File: src/sv/ucb1r_pkg.sv
// Package for the UCB1 arm ranker: sizes, payload structs, cell control types
// and the rank ordering function. Depends on nothing.
package ucb1r_pkg;

  localparam int MAX_ARMS  = 16;
  localparam int ARM_W     = 4;
  localparam int NUM_W     = 5;
  localparam int FRAC_BITS = 16;
  localparam logic [31:0] LN2_Q32 = 32'hB17217F7;

  // Fixed-point widths of the score datapath.
  localparam int LOG_W    = 5 + FRAC_BITS;
  localparam int T_W      = LOG_W + 1;
  localparam int V_W      = T_W + FRAC_BITS;
  localparam int SQ_STEPS = (V_W + 1) / 2;
  localparam int VP_W     = 2 * SQ_STEPS;
  localparam int ROOT_W   = SQ_STEPS;
  localparam int REM_W    = ROOT_W + 2;
  localparam int STEP_W   = 6;
  localparam int PH_W     = $clog2(MAX_ARMS);

  localparam logic CFG_NUM_ARMS = 1'b0;

  typedef struct packed {
    logic               mode;
    logic [3:0]         arm;
    logic signed [31:0] reward_sum;
    logic [23:0]        pull_count;
    logic [31:0]        iteration;
    logic [4:0]         k;
  } in_item_t;

  typedef struct packed {
    logic [3:0]         best_arm;
    logic signed [31:0] score;
    logic               last;
  } out_item_t;

  typedef struct packed {
    logic [ARM_W-1:0]   arm;
    logic signed [31:0] score;
  } entry_t;

  typedef struct packed {
    logic               load;
    logic               sort;
    logic               phase;
    logic [NUM_W-1:0]   ne;
    logic [ARM_W-1:0]   load_arm;
    logic signed [31:0] load_score;
  } cell_ctrl_t;

  typedef struct packed {
    logic             odd;
    logic             first;
    logic             last;
    logic [ARM_W-1:0] init_arm;
  } cell_pos_t;

  // True when entry a belongs ahead of entry b: arms in use first, by score
  // descending with the lower index winning a tie; unused arms in index order.
  function automatic logic ranks_before(entry_t a, entry_t b, logic [NUM_W-1:0] ne);
    logic ua;
    logic ub;
    ua = {1'b0, a.arm} < ne;
    ub = {1'b0, b.arm} < ne;
    if (ua != ub) return ua;
    if (ua && (a.score != b.score)) return a.score > b.score;
    return a.arm < b.arm;
  endfunction

endpackage

File: src/sv/ucb1r_score.sv
// Sequential UCB1 score unit: normalise, log2 by repeated squaring, ln scale,
// two restoring divisions, digit-by-digit square root, saturating sum. Uses ucb1r_pkg.
module ucb1r_score (
  input  logic               clk,
  input  logic               rst,
  input  logic               start,
  input  logic signed [31:0] reward_sum,
  input  logic [23:0]        pull_count,
  input  logic [31:0]        iteration,
  output logic               done,
  output logic signed [31:0] score
);

  typedef enum logic [7:0] {
    S_IDLE = 8'b00000001,
    S_NORM = 8'b00000010,
    S_LOG  = 8'b00000100,
    S_LN   = 8'b00001000,
    S_DIVT = 8'b00010000,
    S_DIVM = 8'b00100000,
    S_SQRT = 8'b01000000,
    S_SUM  = 8'b10000000
  } sc_state_t;

  sc_state_t state;
  logic                           r_neg;
  logic [31:0]                    r_mag;
  logic [23:0]                    cnt;
  logic [31:0]                    m;
  logic [4:0]                     e;
  logic [30:0]                    y;
  logic [ucb1r_pkg::FRAC_BITS-1:0] frac;
  logic [ucb1r_pkg::T_W-1:0]      t;
  logic [ucb1r_pkg::STEP_W-1:0]   step;
  logic [31:0]                    dvd;
  logic [23:0]                    rem;
  logic [31:0]                    quo;
  logic [ucb1r_pkg::VP_W-1:0]     src;
  logic [ucb1r_pkg::REM_W-1:0]    srem;
  logic [ucb1r_pkg::ROOT_W-1:0]   root;

  logic [61:0]                    ysq_full;
  logic [31:0]                    ysq;
  logic [ucb1r_pkg::LOG_W+31:0]   ln_prod;
  logic [24:0]                    rem_sh;
  logic                           qbit;
  logic [ucb1r_pkg::REM_W-1:0]    srem_sh;
  logic [ucb1r_pkg::REM_W-1:0]    trial;
  logic signed [32:0]             mean;
  logic signed [33:0]             sum;

  assign ysq_full = {31'b0, y} * {31'b0, y};
  assign ysq      = ysq_full[61:30];
  assign ln_prod  = {e, frac} * ucb1r_pkg::LN2_Q32;
  assign rem_sh   = {rem, dvd[31]};
  assign qbit     = rem_sh >= {1'b0, cnt};
  assign srem_sh  = {srem[ucb1r_pkg::REM_W-3:0], src[ucb1r_pkg::VP_W-1 -: 2]};
  assign trial    = {root, 2'b01};
  assign mean     = r_neg ? -$signed({1'b0, quo}) : $signed({1'b0, quo});
  assign sum      = {mean[32], mean} + $signed({{(34-ucb1r_pkg::ROOT_W){1'b0}}, root});

  always_ff @(posedge clk) begin
    if (rst) begin
      state <= S_IDLE;
      done  <= 1'b0;
    end else begin
      done <= (state == S_SUM);
      unique case (state)
        S_IDLE: begin
          if (start) begin
            r_neg <= reward_sum[31];
            r_mag <= reward_sum[31] ? 32'(-reward_sum) : 32'(reward_sum);
            cnt   <= (pull_count == '0) ? 24'd1 : pull_count;
            m     <= (iteration == '0) ? 32'd1 : iteration;
            e     <= 5'd31;
            state <= S_NORM;
          end
        end
        S_NORM: begin
          if (m[31]) begin
            y     <= m[31:1];
            frac  <= '0;
            step  <= '0;
            state <= S_LOG;
          end else begin
            m <= {m[30:0], 1'b0};
            e <= e - 5'd1;
          end
        end
        S_LOG: begin
          y    <= ysq[31] ? ysq[31:1] : ysq[30:0];
          frac <= {frac[ucb1r_pkg::FRAC_BITS-2:0], ysq[31]};
          step <= step + 1'b1;
          if (step == ucb1r_pkg::STEP_W'(ucb1r_pkg::FRAC_BITS - 1)) state <= S_LN;
        end
        S_LN: begin
          state <= S_DIVT;
          step  <= '0;
          rem   <= '0;
          dvd   <= 32'({ln_prod[ucb1r_pkg::LOG_W+31:32], 1'b0});
        end
        S_DIVT, S_DIVM: begin
          quo <= {quo[30:0], qbit};
          if (step != ucb1r_pkg::STEP_W'(31)) begin
            rem  <= qbit ? 24'(rem_sh - {1'b0, cnt}) : rem_sh[23:0];
            dvd  <= {dvd[30:0], 1'b0};
            step <= step + 1'b1;
          end else begin
            step <= '0;
            if (state == S_DIVT) begin
              t     <= ucb1r_pkg::T_W'({quo[30:0], qbit});
              rem   <= '0;
              dvd   <= r_mag;
              state <= S_DIVM;
            end else begin
              src   <= ucb1r_pkg::VP_W'({t, {ucb1r_pkg::FRAC_BITS{1'b0}}});
              srem  <= '0;
              root  <= '0;
              state <= S_SQRT;
            end
          end
        end
        S_SQRT: begin
          if (srem_sh >= trial) begin
            srem <= srem_sh - trial;
            root <= {root[ucb1r_pkg::ROOT_W-2:0], 1'b1};
          end else begin
            srem <= srem_sh;
            root <= {root[ucb1r_pkg::ROOT_W-2:0], 1'b0};
          end
          src  <= {src[ucb1r_pkg::VP_W-3:0], 2'b00};
          step <= step + 1'b1;
          if (step == ucb1r_pkg::STEP_W'(ucb1r_pkg::SQ_STEPS - 1)) state <= S_SUM;
        end
        S_SUM: begin
          if (sum > 34'sd2147483647) score <= 32'sh7FFFFFFF;
          else if (sum < -34'sd2147483648) score <= 32'sh80000000;
          else score <= sum[31:0];
          state <= S_IDLE;
        end
        default: state <= S_IDLE;
      endcase
    end
  end

endmodule

File: config.mk
export PLATFORM = sky130hd
export DESIGN_NAME = ucb1r_score
export DESIGN_NICKNAME = d
export VERILOG_FILES = /design/src/sv/ucb1r_pkg.sv /design/src/sv/ucb1r_score.sv
export SDC_FILE = /design/constraint.sdc
export NUM_CORES = 2
export LEC_CHECK = 0
export BUFFER_PORTS_ARGS = -buffer_cell sky130_fd_sc_hd__buf_2
export CAP_MARGIN = 20
export CORE_AREA = 8 8 303 305
export CTS_CLUSTER_DIAMETER = 80
export DETAILED_ROUTE_END_ITERATION = 8
export DIE_AREA = 0 0 311 313
export PLACE_DENSITY_LB_ADDON = 0.15
export SETUP_SLACK_MARGIN = 0.05
export SYNTH_ARGS = -nofsm -noshare
export SYNTH_HDL_FRONTEND = slang
export SYNTH_SLANG_ARGS = --single-unit
File: constraint.sdc
create_clock -name clk -period 10.7 [get_ports clk]
set_input_delay 2.14 -clock clk [delete_from_list [all_inputs] [get_ports clk]]
set_output_delay 2.14 -clock clk [all_outputs]
set_load 0.01 [all_outputs]
==> flow_metrics.py <==
metrics = {
    "run_status": {
        "outcome": "finished, final reports clean",
    },
    "synth": {
        "mappedNetlistArea_um2": 56900,
        "synth_common_cells": "inv_1 (1347), fa_1 (999), nand2_1 (612)",
        "synthCells": 5791,
        "synth-seq-cells": 358,
        "synth_nets": 7448,
        "ys_async_sr_fraction": 0,
        "yosysUniqueCellTypes": 89,
        "yosysTopAreaCell": "fa_1",
        "syn_area_per_cell_um2": 9.82,
        "ys.flop_type": "edfxtp_1",
        "synth-edff-count": 349,
        "yosysWarnings": 0,
        "synth_top_area_share": 0.352,
        "ys_seq_area_frac": 0.187,
        "synth_area_leaders": "fa_1 (35%), edfxtp_1 (18%), ha_1 (12%), inv_1 (8.9%), nand2_1 (4.0%)",
        "synth_most_common_cell": "inv_1",
    },
    "global_routing": {
        "grt_overflow_total": 0,
        "antenna_found_initial": 3,
        "grt_pass1_wl_mm": 232,
        "grt_pass1_vias": 42375,
        "grt_max_degree": 61,
        "track_usage": 0.301,
    },
    "layout": {
        "drive_gt1_frac": 0.0603,
        "final_nets": 7477,
        "synthToLayoutAreaGrowth_pct": 6.01,
        "n_fill_cell": 6747,
    },
    "drt": {
        "wl_met1_mm": 60.3,
        "dr.pass1.iters": 6,
        "vias": 40532,
        "postRouteWirelength_mm": 144,
        "wl_met3_mm": 13.9,
        "met2_length_mm": 64.7,
        "routed.top_layer": "met4",
        "viasPerCell": 5.77,
        "ant_nets": 0,
        "route.detailed.drc": 0,
        "drt_iter0_markers": 3515,
        "wire_per_inst_um": 20.5,
    },
    "floorplan": {
        "dieHeight_um": 313,
        "fp-row-count": 109,
        "die_w_um": 311,
        "pin_count": 124,
        "initial_core_util": 0.651,
        "core_area_um2": 87300,
        "die_area_um2": 97300,
    },
    "worst_setup_path": {
        "cp_num_buf_inv": 7,
        "r2r-start": "y[12]",
        "setup.worst_path.end_class": "flip-flop",
        "cp-startpoint": "y[12]",
        "cp-start-kind": "flip-flop",
        "crit_fanout": 14,
        "crit_arrival_ns": 9.97,
        "cp_slowest_cell": "edfxtp_1",
        "critPathKind": "flip-flop to flip-flop",
        "cpMostUsedCell": "fa_1",
        "critPathMaxStageDelay_ns": 0.82,
        "crit_family": "adder cells",
        "required_ns": 11.01,
    },
    "job": {
        "maxCapViolations": 0,
    },
    "sta": {
        "relSlewSlack": 0.290,
        "fin_skew_ns": 0.0139,
        "final.min_clock_period_ns": 9.66,
        "clock.fmax_mhz": 103,
        "drv_slew": 0,
        "finalSetupViolations": 0,
        "final.setup.tns_ns": 0,
        "rsz0062_at_grt": "no",
        "tightestPinTransition_ns": 1.06,
        "period_share": 0.903,
        "hold_viol": 0,
    },
    "placed_design": {
        "io_buffers": 123,
        "gp_congestion": 0.987,
        "dp_hpwl_mm": 119,
    },
    "clocking": {
        "ctsRootBufferMaster": "clkbuf_16",
        "cts_buffers": 43,
        "clk_path_buf_depth": 3,
        "cts_setup_buffers": 0,
        "cts_hold_buf": 0,
        "cts_tree": "built",
        "clock_latency_ns": 0.59,
        "htree_levels": 2,
        "cts_sinks": 358,
        "clkSlewWorstSetupHoldPaths_ns": 0.06,
        "cts_resized": 0,
    },
    "worst_hold_path": {
        "hold_path_class": "flip-flop to flip-flop",
        "hp-start": "src[26]",
    },
    "power": {
        "power.density_nw_per_um2": 158,
        "finalPower_mw": 9.54,
        "p_leak_nw": 29.8,
        "ir_drop_uv": 328,
    },
}
[worst paths after layout]
check	slack, ns	to	cells past startpoint
setup / recovery	1.04	y[20]	26
hold / removal	0.50	src[28]	2
setup reg to reg	1.04	y[20]	26
hold reg to reg	0.50	src[28]	2
[cell families after synthesis]
logic type | after synthesis | synth area share
multiplexers | 29 | 0.00533
AO/OA/AOI/OAI | 679 | 0.0790
AND/OR/NAND/NOR | 1425 | 0.121
flip-flops | 358 | 0.187
adder cells (fa/ha/maj) | 1566 | 0.477
buffers and inverters | 1562 | 0.104
XOR/XNOR | 172 | 0.0265
[power breakdown]
group / internal (mW) / switching (mW) / total, mW
sequential: 1.58 / 0.0194 / 1.60
combinational: 2.47 / 3.86 / 6.33
clock: 0.967 / 0.642 / 1.61
[cell type report]
type                            count  area [µm²]  share of cell area
Clock inverter                     33         462             0.00766
Tap cell                         1165        1460              0.0242
Antenna cell                        5        12.5            0.000208
Inverter                         1348        5060              0.0839
Clock buffer                       46        1090              0.0180
Timing Repair Buffer              198        1190              0.0198
Multi-Input combinational cell   3871       40300               0.669
Sequential cell                   358       10700               0.177
[through the flow]
| step | setup slack, ns | instances | utilization | area, µm² | hold slack, ns |
|---|---|---|---|---|---|
| 4_1_cts | 1.13 | 7017 | 0.690 | 60200 | 0.515 |
| 3_3_place_gp | 1.29 | 6938 | 0.672 | 58700 | 0.489 |
| 2_1_floorplan | 2.58 | 5791 | - | 56900 | 0.424 |
| 3_5_place_dp | 1.15 | 6938 | 0.672 | 58700 | 0.494 |
| 5_1_grt | 0.754 | 7019 | 0.690 | 60300 | 0.520 |
| 6_report | 1.04 | 7024 | 0.691 | 60300 | 0.501 |
[sequential cells by signal, summed over array words and instances (netlist names)]
name	flops
root	19
cnt	24
m	32
t	22
frac	16
done	1
src	22
srem	19
state	8
step	6
y	31
r_neg	1
score	32
dvd	32
r_mag	32
quo	32
e	5
rem	24
[layout by cell type (no fill, tap or decap), types with 29 or more instances in the layout]
| cell | Yosys | final |
|---|---|---|
| a21oi_1 | 164 | 163 |
| or3_1 | 33 | 33 |
| ha_1 | 567 | 567 |
| o21ai_0 | 146 | 146 |
| inv_1 | 1347 | 1347 |
| o31ai_1 | 29 | 29 |
| clkbuf_16 | 0 | 43 |
| nand3b_1 | 42 | 42 |
| and3_1 | 29 | 29 |
| a21o_1 | 73 | 73 |
| nand2_1 | 612 | 612 |
| a31oi_1 | 41 | 40 |
| edfxtp_1 | 349 | 349 |
| and2_1 | 207 | 207 |
| a211oi_1 | 30 | 30 |
| xnor2_1 | 122 | 122 |
| buf_4 | 2 | 74 |
| xor2_1 | 50 | 50 |
| fa_1 | 999 | 999 |
| buf_2 | 1 | 123 |
| nand3_1 | 68 | 68 |
| nor2_1 | 220 | 218 |
| nor3_1 | 53 | 50 |
[per-layer routing]
layer / up-vias / GRT usage
met5: - / 0
met4: 0 / 0.0941
met3: 307 / 0.0724
met2: 1742 / 0.466
met1: 20084 / 0.421
li1: 18399 / -
[worst register-to-register path: cells and delay by family, from the launching register on]
kind                       cells  cell delay [ns]
buffers and inverters          7             0.72
DFF                            1             0.82
adders and majority gates      9             4.49
xor gates and xnor gates       1             0.32
AOI/OAI and AO/OA              5             2.06
and+or+nand+nor                4             0.97
Note: power is estimated with default switching activity, not from simulation.
