<file path="src/sv/ucb1r_pkg.sv">
// Package for the UCB1 arm ranker: sizes, payload structs, cell control types
// and the rank ordering function. Depends on nothing.
package ucb1r_pkg;

  localparam int MAX_ARMS  = 16;
  localparam int ARM_W     = 4;
  localparam int NUM_W     = 5;
  localparam int FRAC_BITS = 16;
  localparam logic [31:0] LN2_Q32 = 32'hB17217F7;

  // Fixed-point widths of the score datapath.
  localparam int LOG_W    = 5 + FRAC_BITS;
  localparam int T_W      = LOG_W + 1;
  localparam int V_W      = T_W + FRAC_BITS;
  localparam int SQ_STEPS = (V_W + 1) / 2;
  localparam int VP_W     = 2 * SQ_STEPS;
  localparam int ROOT_W   = SQ_STEPS;
  localparam int REM_W    = ROOT_W + 2;
  localparam int STEP_W   = 6;
  localparam int PH_W     = $clog2(MAX_ARMS);

  localparam logic CFG_NUM_ARMS = 1'b0;

  typedef struct packed {
    logic               mode;
    logic [3:0]         arm;
    logic signed [31:0] reward_sum;
    logic [23:0]        pull_count;
    logic [31:0]        iteration;
    logic [4:0]         k;
  } in_item_t;

  typedef struct packed {
    logic [3:0]         best_arm;
    logic signed [31:0] score;
    logic               last;
  } out_item_t;

  typedef struct packed {
    logic [ARM_W-1:0]   arm;
    logic signed [31:0] score;
  } entry_t;

  typedef struct packed {
    logic               load;
    logic               sort;
    logic               phase;
    logic [NUM_W-1:0]   ne;
    logic [ARM_W-1:0]   load_arm;
    logic signed [31:0] load_score;
  } cell_ctrl_t;

  typedef struct packed {
    logic             odd;
    logic             first;
    logic             last;
    logic [ARM_W-1:0] init_arm;
  } cell_pos_t;

  // True when entry a belongs ahead of entry b: arms in use first, by score
  // descending with the lower index winning a tie; unused arms in index order.
  function automatic logic ranks_before(entry_t a, entry_t b, logic [NUM_W-1:0] ne);
    logic ua;
    logic ub;
    ua = {1'b0, a.arm} < ne;
    ub = {1'b0, b.arm} < ne;
    if (ua != ub) return ua;
    if (ua && (a.score != b.score)) return a.score > b.score;
    return a.arm < b.arm;
  endfunction

endpackage

</file>
<file path="src/sv/ucb1r_cell.sv">
// One rank position of the sorting chain: holds an arm and its score and
// trades them with a neighbour in odd-even transposition phases. Uses ucb1r_pkg.
module ucb1r_cell (
  input  logic                  clk,
  input  logic                  rst,
  input  ucb1r_pkg::cell_ctrl_t ctrl,
  input  ucb1r_pkg::cell_pos_t  pos,
  input  ucb1r_pkg::entry_t     left,
  input  ucb1r_pkg::entry_t     right,
  output ucb1r_pkg::entry_t     ent
);

  logic pair_right;
  logic pair_left;
  logic take_right;
  logic take_left;

  assign pair_right = (pos.odd == ctrl.phase) && !pos.last;
  assign pair_left  = (pos.odd != ctrl.phase) && !pos.first;
  assign take_right = pair_right && ucb1r_pkg::ranks_before(right, ent, ctrl.ne);
  assign take_left  = pair_left && ucb1r_pkg::ranks_before(ent, left, ctrl.ne);

  always_ff @(posedge clk) begin
    if (rst) begin
      ent.arm   <= pos.init_arm;
      ent.score <= '0;
    end else if (ctrl.load) begin
      if (ent.arm == ctrl.load_arm) ent.score <= ctrl.load_score;
    end else if (ctrl.sort) begin
      if (take_right) ent <= right;
      else if (take_left) ent <= left;
    end
  end

endmodule

</file>
<file path="config.mk">
export PLATFORM = sky130hd
export DESIGN_NAME = ucb1r_cell
export DESIGN_NICKNAME = d
export VERILOG_FILES = /design/src/sv/ucb1r_pkg.sv /design/src/sv/ucb1r_cell.sv
export SDC_FILE = /design/constraint.sdc
export NUM_CORES = 1
export LEC_CHECK = 0
export BUFFER_PORTS_ARGS = -buffer_cell sky130_fd_sc_hd__buf_2
export CAP_MARGIN = 40
export CELL_PAD_IN_SITES_DETAIL_PLACEMENT = 0
export CELL_PAD_IN_SITES_GLOBAL_PLACEMENT = 1
export CORE_MARGIN = 2
export CORE_UTILIZATION = 39
export CTS_CLUSTER_DIAMETER = 80
export CTS_CLUSTER_SIZE = 14
export DETAILED_ROUTE_END_ITERATION = 12
export GPL_TIMING_DRIVEN = 0
export PLACE_DENSITY = 0.86
export SLEW_MARGIN = 20
export SYNTH_ARGS = -nofsm -noshare
export SYNTH_HDL_FRONTEND = slang
export SYNTH_SLANG_ARGS = --single-unit
</file>
<file path="constraint.sdc">
create_clock -name clk -period 4.8 [get_ports clk]
set_input_delay 0.96 -clock clk [delete_from_list [all_inputs] [get_ports clk]]
set_output_delay 0.96 -clock clk [all_outputs]
set_load 0.01 [all_outputs]
</file>
==> metrics.yaml, run 1 <==
route:
  drt_wl_total_mm: 14.1
  drc: 0
  wl_per_cell_um: 17.1
  vias: 4533
  via_per_inst: 5.50
  drt_iter0_markers: 221
  firstDrtPassIters: 4
  ant_nets: 0
run:
  maxCapViolCount: 0
placement:
  dpl_worst_slack_ns: 0.536
  place.gp.congestion: 0.853
  hpwl_mm: 11.4
  io_buffers: 160
cells_and_area:
  final_util_pct: 49.5
  final_cell_mix: "166 x buf_2, 80 x inv_1, 79 x ha_1"
  largest_reg_flops: 36
  layout_commonest_cell: "buf_2"
  fin_nets: 888
  drive_gt1_share_pct: 32.9
  diodes: 0
  syn2layout_area_growth_pct: 24.7
  max_flop_register: "ent"
  top_regs: "ent: 36 flops"
sta:
  grt_setup_unrepaired: "no"
  hold_violations: 0
  holdWs_ns: 0.520
  finalClockSkew_ns: 0.0111
  max_slew.worst_pin.slew_ns: 0.731
  maxSlewViolCount: 0
  maxSlewHeadroom_pct: 50.8
  max_freq_mhz: 251
  final-setup-viol-count: 0
  period_needed_ns: 3.99
  setup_slack_ns: 0.814
  period_share_pct: 83.0
  fin_tns_setup_ns: 0
synth:
  ys_ff_latch: 36
  synth_edf_count: 4
  yosysWarnings: 0
  synth_area_per_cell_um2: 8.24
  ys_async_sr_fraction_pct: 0
  netlist_area_um2: 4260
  ys.flop_type: "dfxtp_1"
  ys_seq_area_share_pct: 17.9
  synth_nets: 721
  synth_cells: 517
  yosysUniqueCellTypes: 54
die:
  core_um2: 10700
  ios: 161
  start_util_pct: 39.6
  die_w_um: 109
  die_y_um: 109
  dieArea_um2: 11800
  std_cell_rows: 38
critical_path:
  critPathMaxFanout: 10
  start_kind: "input pin"
  crit_path_cell_trace: "buf_2, ha_1, nand4_1, nor4_2, o21ai_0, a21oi_1, o21ai_1, a21o_1, nand4b_1, clkbuf_1, o32ai_1"
  critPathKind: "input pin to flop"
  slowest_stage: "nor4_2"
  worstPathArrival_ns: 4.15
  crit_path_max_incr_delay_ns: 0.54
  cp-end-kind: "flop"
  worstPathRequired_ns: 4.96
worst_hold_path:
  hold_path.class: "flop to flop"
grt:
  track_usage_pct: 23.6
  antenna_found_initial: 0
  gr-total-overflow: 0
  grt_start_max_net_pins: 11
  grt_pass1_vias: 4506
  grt_first_pass_wirelength_mm: 21.8
cts:
  cts_resized: 0
  cts-buffers-inserted: 5
  cts_tree: "yes"
  htree_num_levels: 2
  ctsHoldBuffers: 0
  post_cts_buffers: 0
  cts.clk_slew.worst_paths_ns: 0.09
  clock_path_buffers: 2
  cts-root-buf: "clkbuf_8"
  clk_latency_ns: 0.31
  cts_sinks: 36
status:
  outcome: "complete, no violations"
pwr:
  vdd_drop_max_mv: 0.0857
  p_total_mw: 1.07
  powerDensity_nw_per_um2: 201
  leakagePower_nw: 2.62
==> area by class of cell <==
type                    count  area (um2)
clock inverters             1        5.00
multi-input cells         377        3080
clock buffers               6        72.6
repair buffers            160         801
fillers                  1105        5430
well taps                 140         175
inverters                  80         300
flip-flops and latches     36         761
plain buffers              24         120
==> cell usage after synthesis, drive strengths merged, types with 3 or more instances <==
cell type,number,area share (%)
o21a,4,0.70
nor4,3,0.73
nand4,13,1.9
inv,80,7.0
nor3,9,1.1
nand2b,5,0.91
a31oi,3,0.44
nor2,8,0.70
a211oi,6,1.5
nor2b,35,5.1
dfxtp,32,15
a21oi,62,7.3
edfxtp,4,2.8
a31o,33,6.8
nand3,7,0.82
a21o,8,1.4
ha,79,23
nand2,18,1.6
mux2i,4,0.94
xor2,3,0.62
clkbuf,15,1.3
buf,9,1.5
and4,3,0.62
o21ai,15,1.8
o32ai,32,8.3
==> power breakdown <==
group | total, mW | leakage (nW) | switching (mW) | internal [mW]
Combinational | 0.490 | 2.28 | 0.273 | 0.217
Sequential | 0.357 | 0.300 | 0.0258 | 0.331
Clock | 0.223 | 0.0410 | 0.124 | 0.0991
==> final timing paths <==
kind | slack [ns] | start | end | depth (start not counted)
max reg2reg | 1.11 | ent[15] | ent[24] | 11
max | 0.81 | right[14] | ent[24] | 11
min | 0.52 | ent[26] | ent[26] | 2
min reg2reg | 0.52 | ent[26] | ent[26] | 2
==> cell families after synthesis <==
| kind of cell | after synthesis | synth area share [%] |
|---|---|---|
| AO/OA/AOI/OAI | 179 | 32.1 |
| XOR/XNOR | 5 | 1.03 |
| adder cells (fa/ha/maj) | 79 | 23.2 |
| buffers and inverters | 104 | 9.87 |
| flip-flops | 36 | 17.9 |
| multiplexers | 4 | 0.940 |
| AND/OR/NAND/NOR | 110 | 15.0 |
==> metal layers <==
layer,GRT usage [%],vias up,wire length [um]
met3,2.95,18,834
li1,-,2241,-
met1,30.6,2125,6290
met5,0,-,0
met4,7.78,0,242
met2,40.5,149,6760
==> critical path, delay by kind of cell <==
family / cells / cell delay, ns
AO/OA/AOI/OAI: 5 / 1.22
adder cells (fa/ha/maj): 1 / 0.31
buffers and inverters: 2 / 0.63
AND/OR/NAND/NOR: 3 / 1.02
==> stage by stage <==
| stage | cells | cell area (um2) |
|---|---|---|
| floorplan | 517 | 4260 |
| global placement | 817 | 5240 |
| detailed placement | 817 | 5240 |
| CTS | 824 | 5310 |
| global route | 824 | 5310 |
| finish | 824 | 5310 |
(Power assumes the default switching activity.)
==> run 2, diff against run 1 <==
Settings changed: CORE_UTILIZATION 39 to 33, PLACE_DENSITY 0.86 to 0.78.
Clock period 4.8 ns to 3.3 ns, I/O delays scaled along.
==> run 2 against run 1 <==
  * Clock skew shrank 0.0055 ns
  * First-iteration DRC count grew 18%
  * Die area rose by 17%
  * Count of clock-buffer cells in the layout increased by 2
  * Highest routed layer unchanged
  * Power up 65%
  * Flip-flop and latch count did not move
==> metrics.yaml, run 2 (same netlist as run 1, synthesis figures left out) <==
placement:
  io_buffers: 160  # unchanged
  placed_cells: 849  # +3.9%
  hpwl_mm: 12.0  # +4.8%
  place_area_um2: 5280  # +0.76%
  place.gp.congestion: 0.902  # +5.7%
cts:
  cts-root-buf: "clkbuf_16"
  cts.clk_slew.worst_paths_ns: 0.06  # -0.03 ns
  htree_num_levels: 2  # unchanged
  cts-buffers-inserted: 5  # unchanged
  clk_latency_ns: 0.29  # -0.02 ns
  ctsHoldBuffers: 0  # unchanged
  cts_sinks: 36  # unchanged
  clock_path_buffers: 2  # unchanged
  cts_tree: "yes"
route:
  ant_nets: 0  # unchanged
  wl_per_cell_um: 17.2  # +0.12%
  via_per_inst: 5.36  # -2.5%
  vias: 4622  # +2.0%
  drt_wl_total_mm: 14.8  # +4.7%
  firstDrtPassIters: 4  # unchanged
  drc: 0  # unchanged
  drt_iter0_markers: 261  # +18%
die:
  die_w_um: 118  # +8.4%
  core_um2: 12600  # +17%
  die_y_um: 118  # +8.4%
  ios: 161  # unchanged
  std_cell_rows: 41  # +7.9%
  start_util_pct: 33.8  # -5.9 points
  dieArea_um2: 13800  # +17%
critical_path:
  r2r_end: "ent[35]"
  crit_start: "right[14]"
  worstPathRequired_ns: 3.33  # -1.63 ns
  crit_end: "ent[35]"
  slowest_stage: "nor4_4"
  critPathKind: "input pin to flop"
  start_kind: "input pin"
  r2r_slack_ns: 0.17  # -0.94 ns
  r2r_cells: 12  # +1
  r2r_start: "ent[19]"
  cp-end-kind: "flop"
  crit_path_cell_trace: "buf_2, ha_1, nand4_1, nor4_4, a31oi_1, and4_1, a211oi_4, buf_4, nand2_1, clkbuf_4, mux2i_1, o21ai_0"
  critPathMaxFanout: 10  # unchanged
  worstPathArrival_ns: 3.18  # -0.97 ns
  crit_path_max_incr_delay_ns: 0.34  # -0.20 ns
cells_and_area:
  fin_nets: 893  # +0.56%
  top_regs: "ent: 36 flops"
  stdcell_count: 862  # +4.6%
  final_util_pct: 43.7  # -5.7 points
  final_cell_mix: "164 x buf_2, 80 x inv_1, 79 x ha_1"
  drive_gt1_share_pct: 34.5  # +1.6 points
  fin_area_um2: 5520  # +3.8%
  fill_cells: 1300  # +18%
  layout_commonest_cell: "buf_2"
  syn2layout_area_growth_pct: 29.5
  max_flop_register: "ent"
  diodes: 0  # unchanged
  largest_reg_flops: 36  # unchanged
pwr:
  power_frac_comb_pct: 41.8  # -4.0 points
  p_total_mw: 1.77  # +65%
  p_seq_share_pct: 29.5  # -3.9 points
  vdd_drop_max_mv: 0.166  # +94%
  clkPwrFrac_pct: 28.7  # +7.9 points
  internal-power_mw: 1.11  # +72%
  powerDensity_nw_per_um2: 320  # +59%
  power_switching_uw: 653  # +55%
  swShare_pct: 37.0  # -2.5 points
  leakagePower_nw: 2.72  # +4.0%
grt:
  antenna_found_initial: 0  # unchanged
  gr-total-overflow: 0  # unchanged
  track_usage_pct: 20.7  # -3.0 points
  grt_first_pass_wirelength_mm: 23.2  # +6.7%
  grt_start_max_net_pins: 11  # unchanged
  grt_pass1_vias: 4747  # +5.3%
sta:
  period_needed_ns: 3.15
  period_share_pct: 95.3
  holdWs_ns: 0.513  # -0.00708 ns
  max_slew.worst_pin.slew_ns: 0.587  # -0.144 ns
  maxSlewHeadroom_pct: 60.8  # +10 points
  maxSlewViolCount: 0  # unchanged
  finalClockSkew_ns: 0.00562  # -0.00552 ns
  max_freq_mhz: 318
  final-setup-viol-count: 0  # unchanged
  hold_violations: 0  # unchanged
  grt_setup_unrepaired: "no"
worst_hold_path:
  hold_path.class: "flop to flop"
run:
  maxCapViolCount: 0  # unchanged
status:
  outcome: "complete, no violations"
run 2: critical path, delay by kind of cell:
family                   cells  cell delay (ns)
AND/OR/NAND/NOR              4             1.00
buffers and inverters        3             0.55
AO/OA/AOI/OAI                3             0.49
adder cells (fa/ha/maj)      1             0.31
multiplexers                 1             0.16
run 2: final cells by class:
cell class | count | area, um2 | share of cell area, %
clock buffers | 8 | 146 | 2.65
multi-input cells | 377 | 3120 | 56.6
plain buffers | 24 | 134 | 2.43
well taps | 172 | 215 | 3.90
inverters | 80 | 300 | 5.44
flip-flops and latches | 36 | 761 | 13.8
repair buffers | 165 | 838 | 15.2
run 2: how the worst min path moves through the flow:
stage	start	end	slack (ns)	depth (start not counted)
6_report	ent[25]	ent[25]	0.51	2
5_1_grt	ent[6]	ent[6]	0.54	2
4_1_cts	ent[6]	ent[6]	0.52	2
3_5_place_dp	ent[2]	ent[2]	0.51	2
3_3_place_gp	ent[31]	ent[31]	0.50	2
2_1_floorplan	ent[0]	ent[0]	0.52	2
run 2: power groups by stage:
| stage | clock [mW] | combinational [mW] | sequential [mW] |
|---|---|---|---|
| floorplan | 0 | 0.431 | 0.537 |
| global placement | 0 | 0.696 | 0.529 |
| detailed placement | 0 | 0.711 | 0.530 |
| CTS | 0.521 | 0.729 | 0.520 |
| global route | 0.538 | 0.818 | 0.525 |
| finish | 0.507 | 0.738 | 0.521 |
run 2: metal layers:
layer | wire length (um) | up-vias | share of wire [%] | global-route usage, %
met5 | 0 | - | 0 | 0
met4 | 286 | 0 | 1.9 | 6.93
met3 | 841 | 22 | 5.7 | 4.26
met2 | 6850 | 168 | 46 | 34.8
met1 | 6810 | 2174 | 46 | 26.3
li1 | - | 2258 | - | -
run 2: timing repair:
item                                   in CTS  in global routing
gates resized for setup                    11                  3
pin swaps                                   1                  3
setup endpoints to repair                  31                 33
setup buffers                               3                  2
endpoints found under the hold margin       0                  0
run 2: metrics by stage:
stage	TNS, ns	setup slack (ns)
after global routing	0	0.00520
final	0	0.155
after floorplan	0	0.445
after CTS	0	0.0319
after detailed placement	-20.09	-0.658
after global placement	-18.86	-0.630
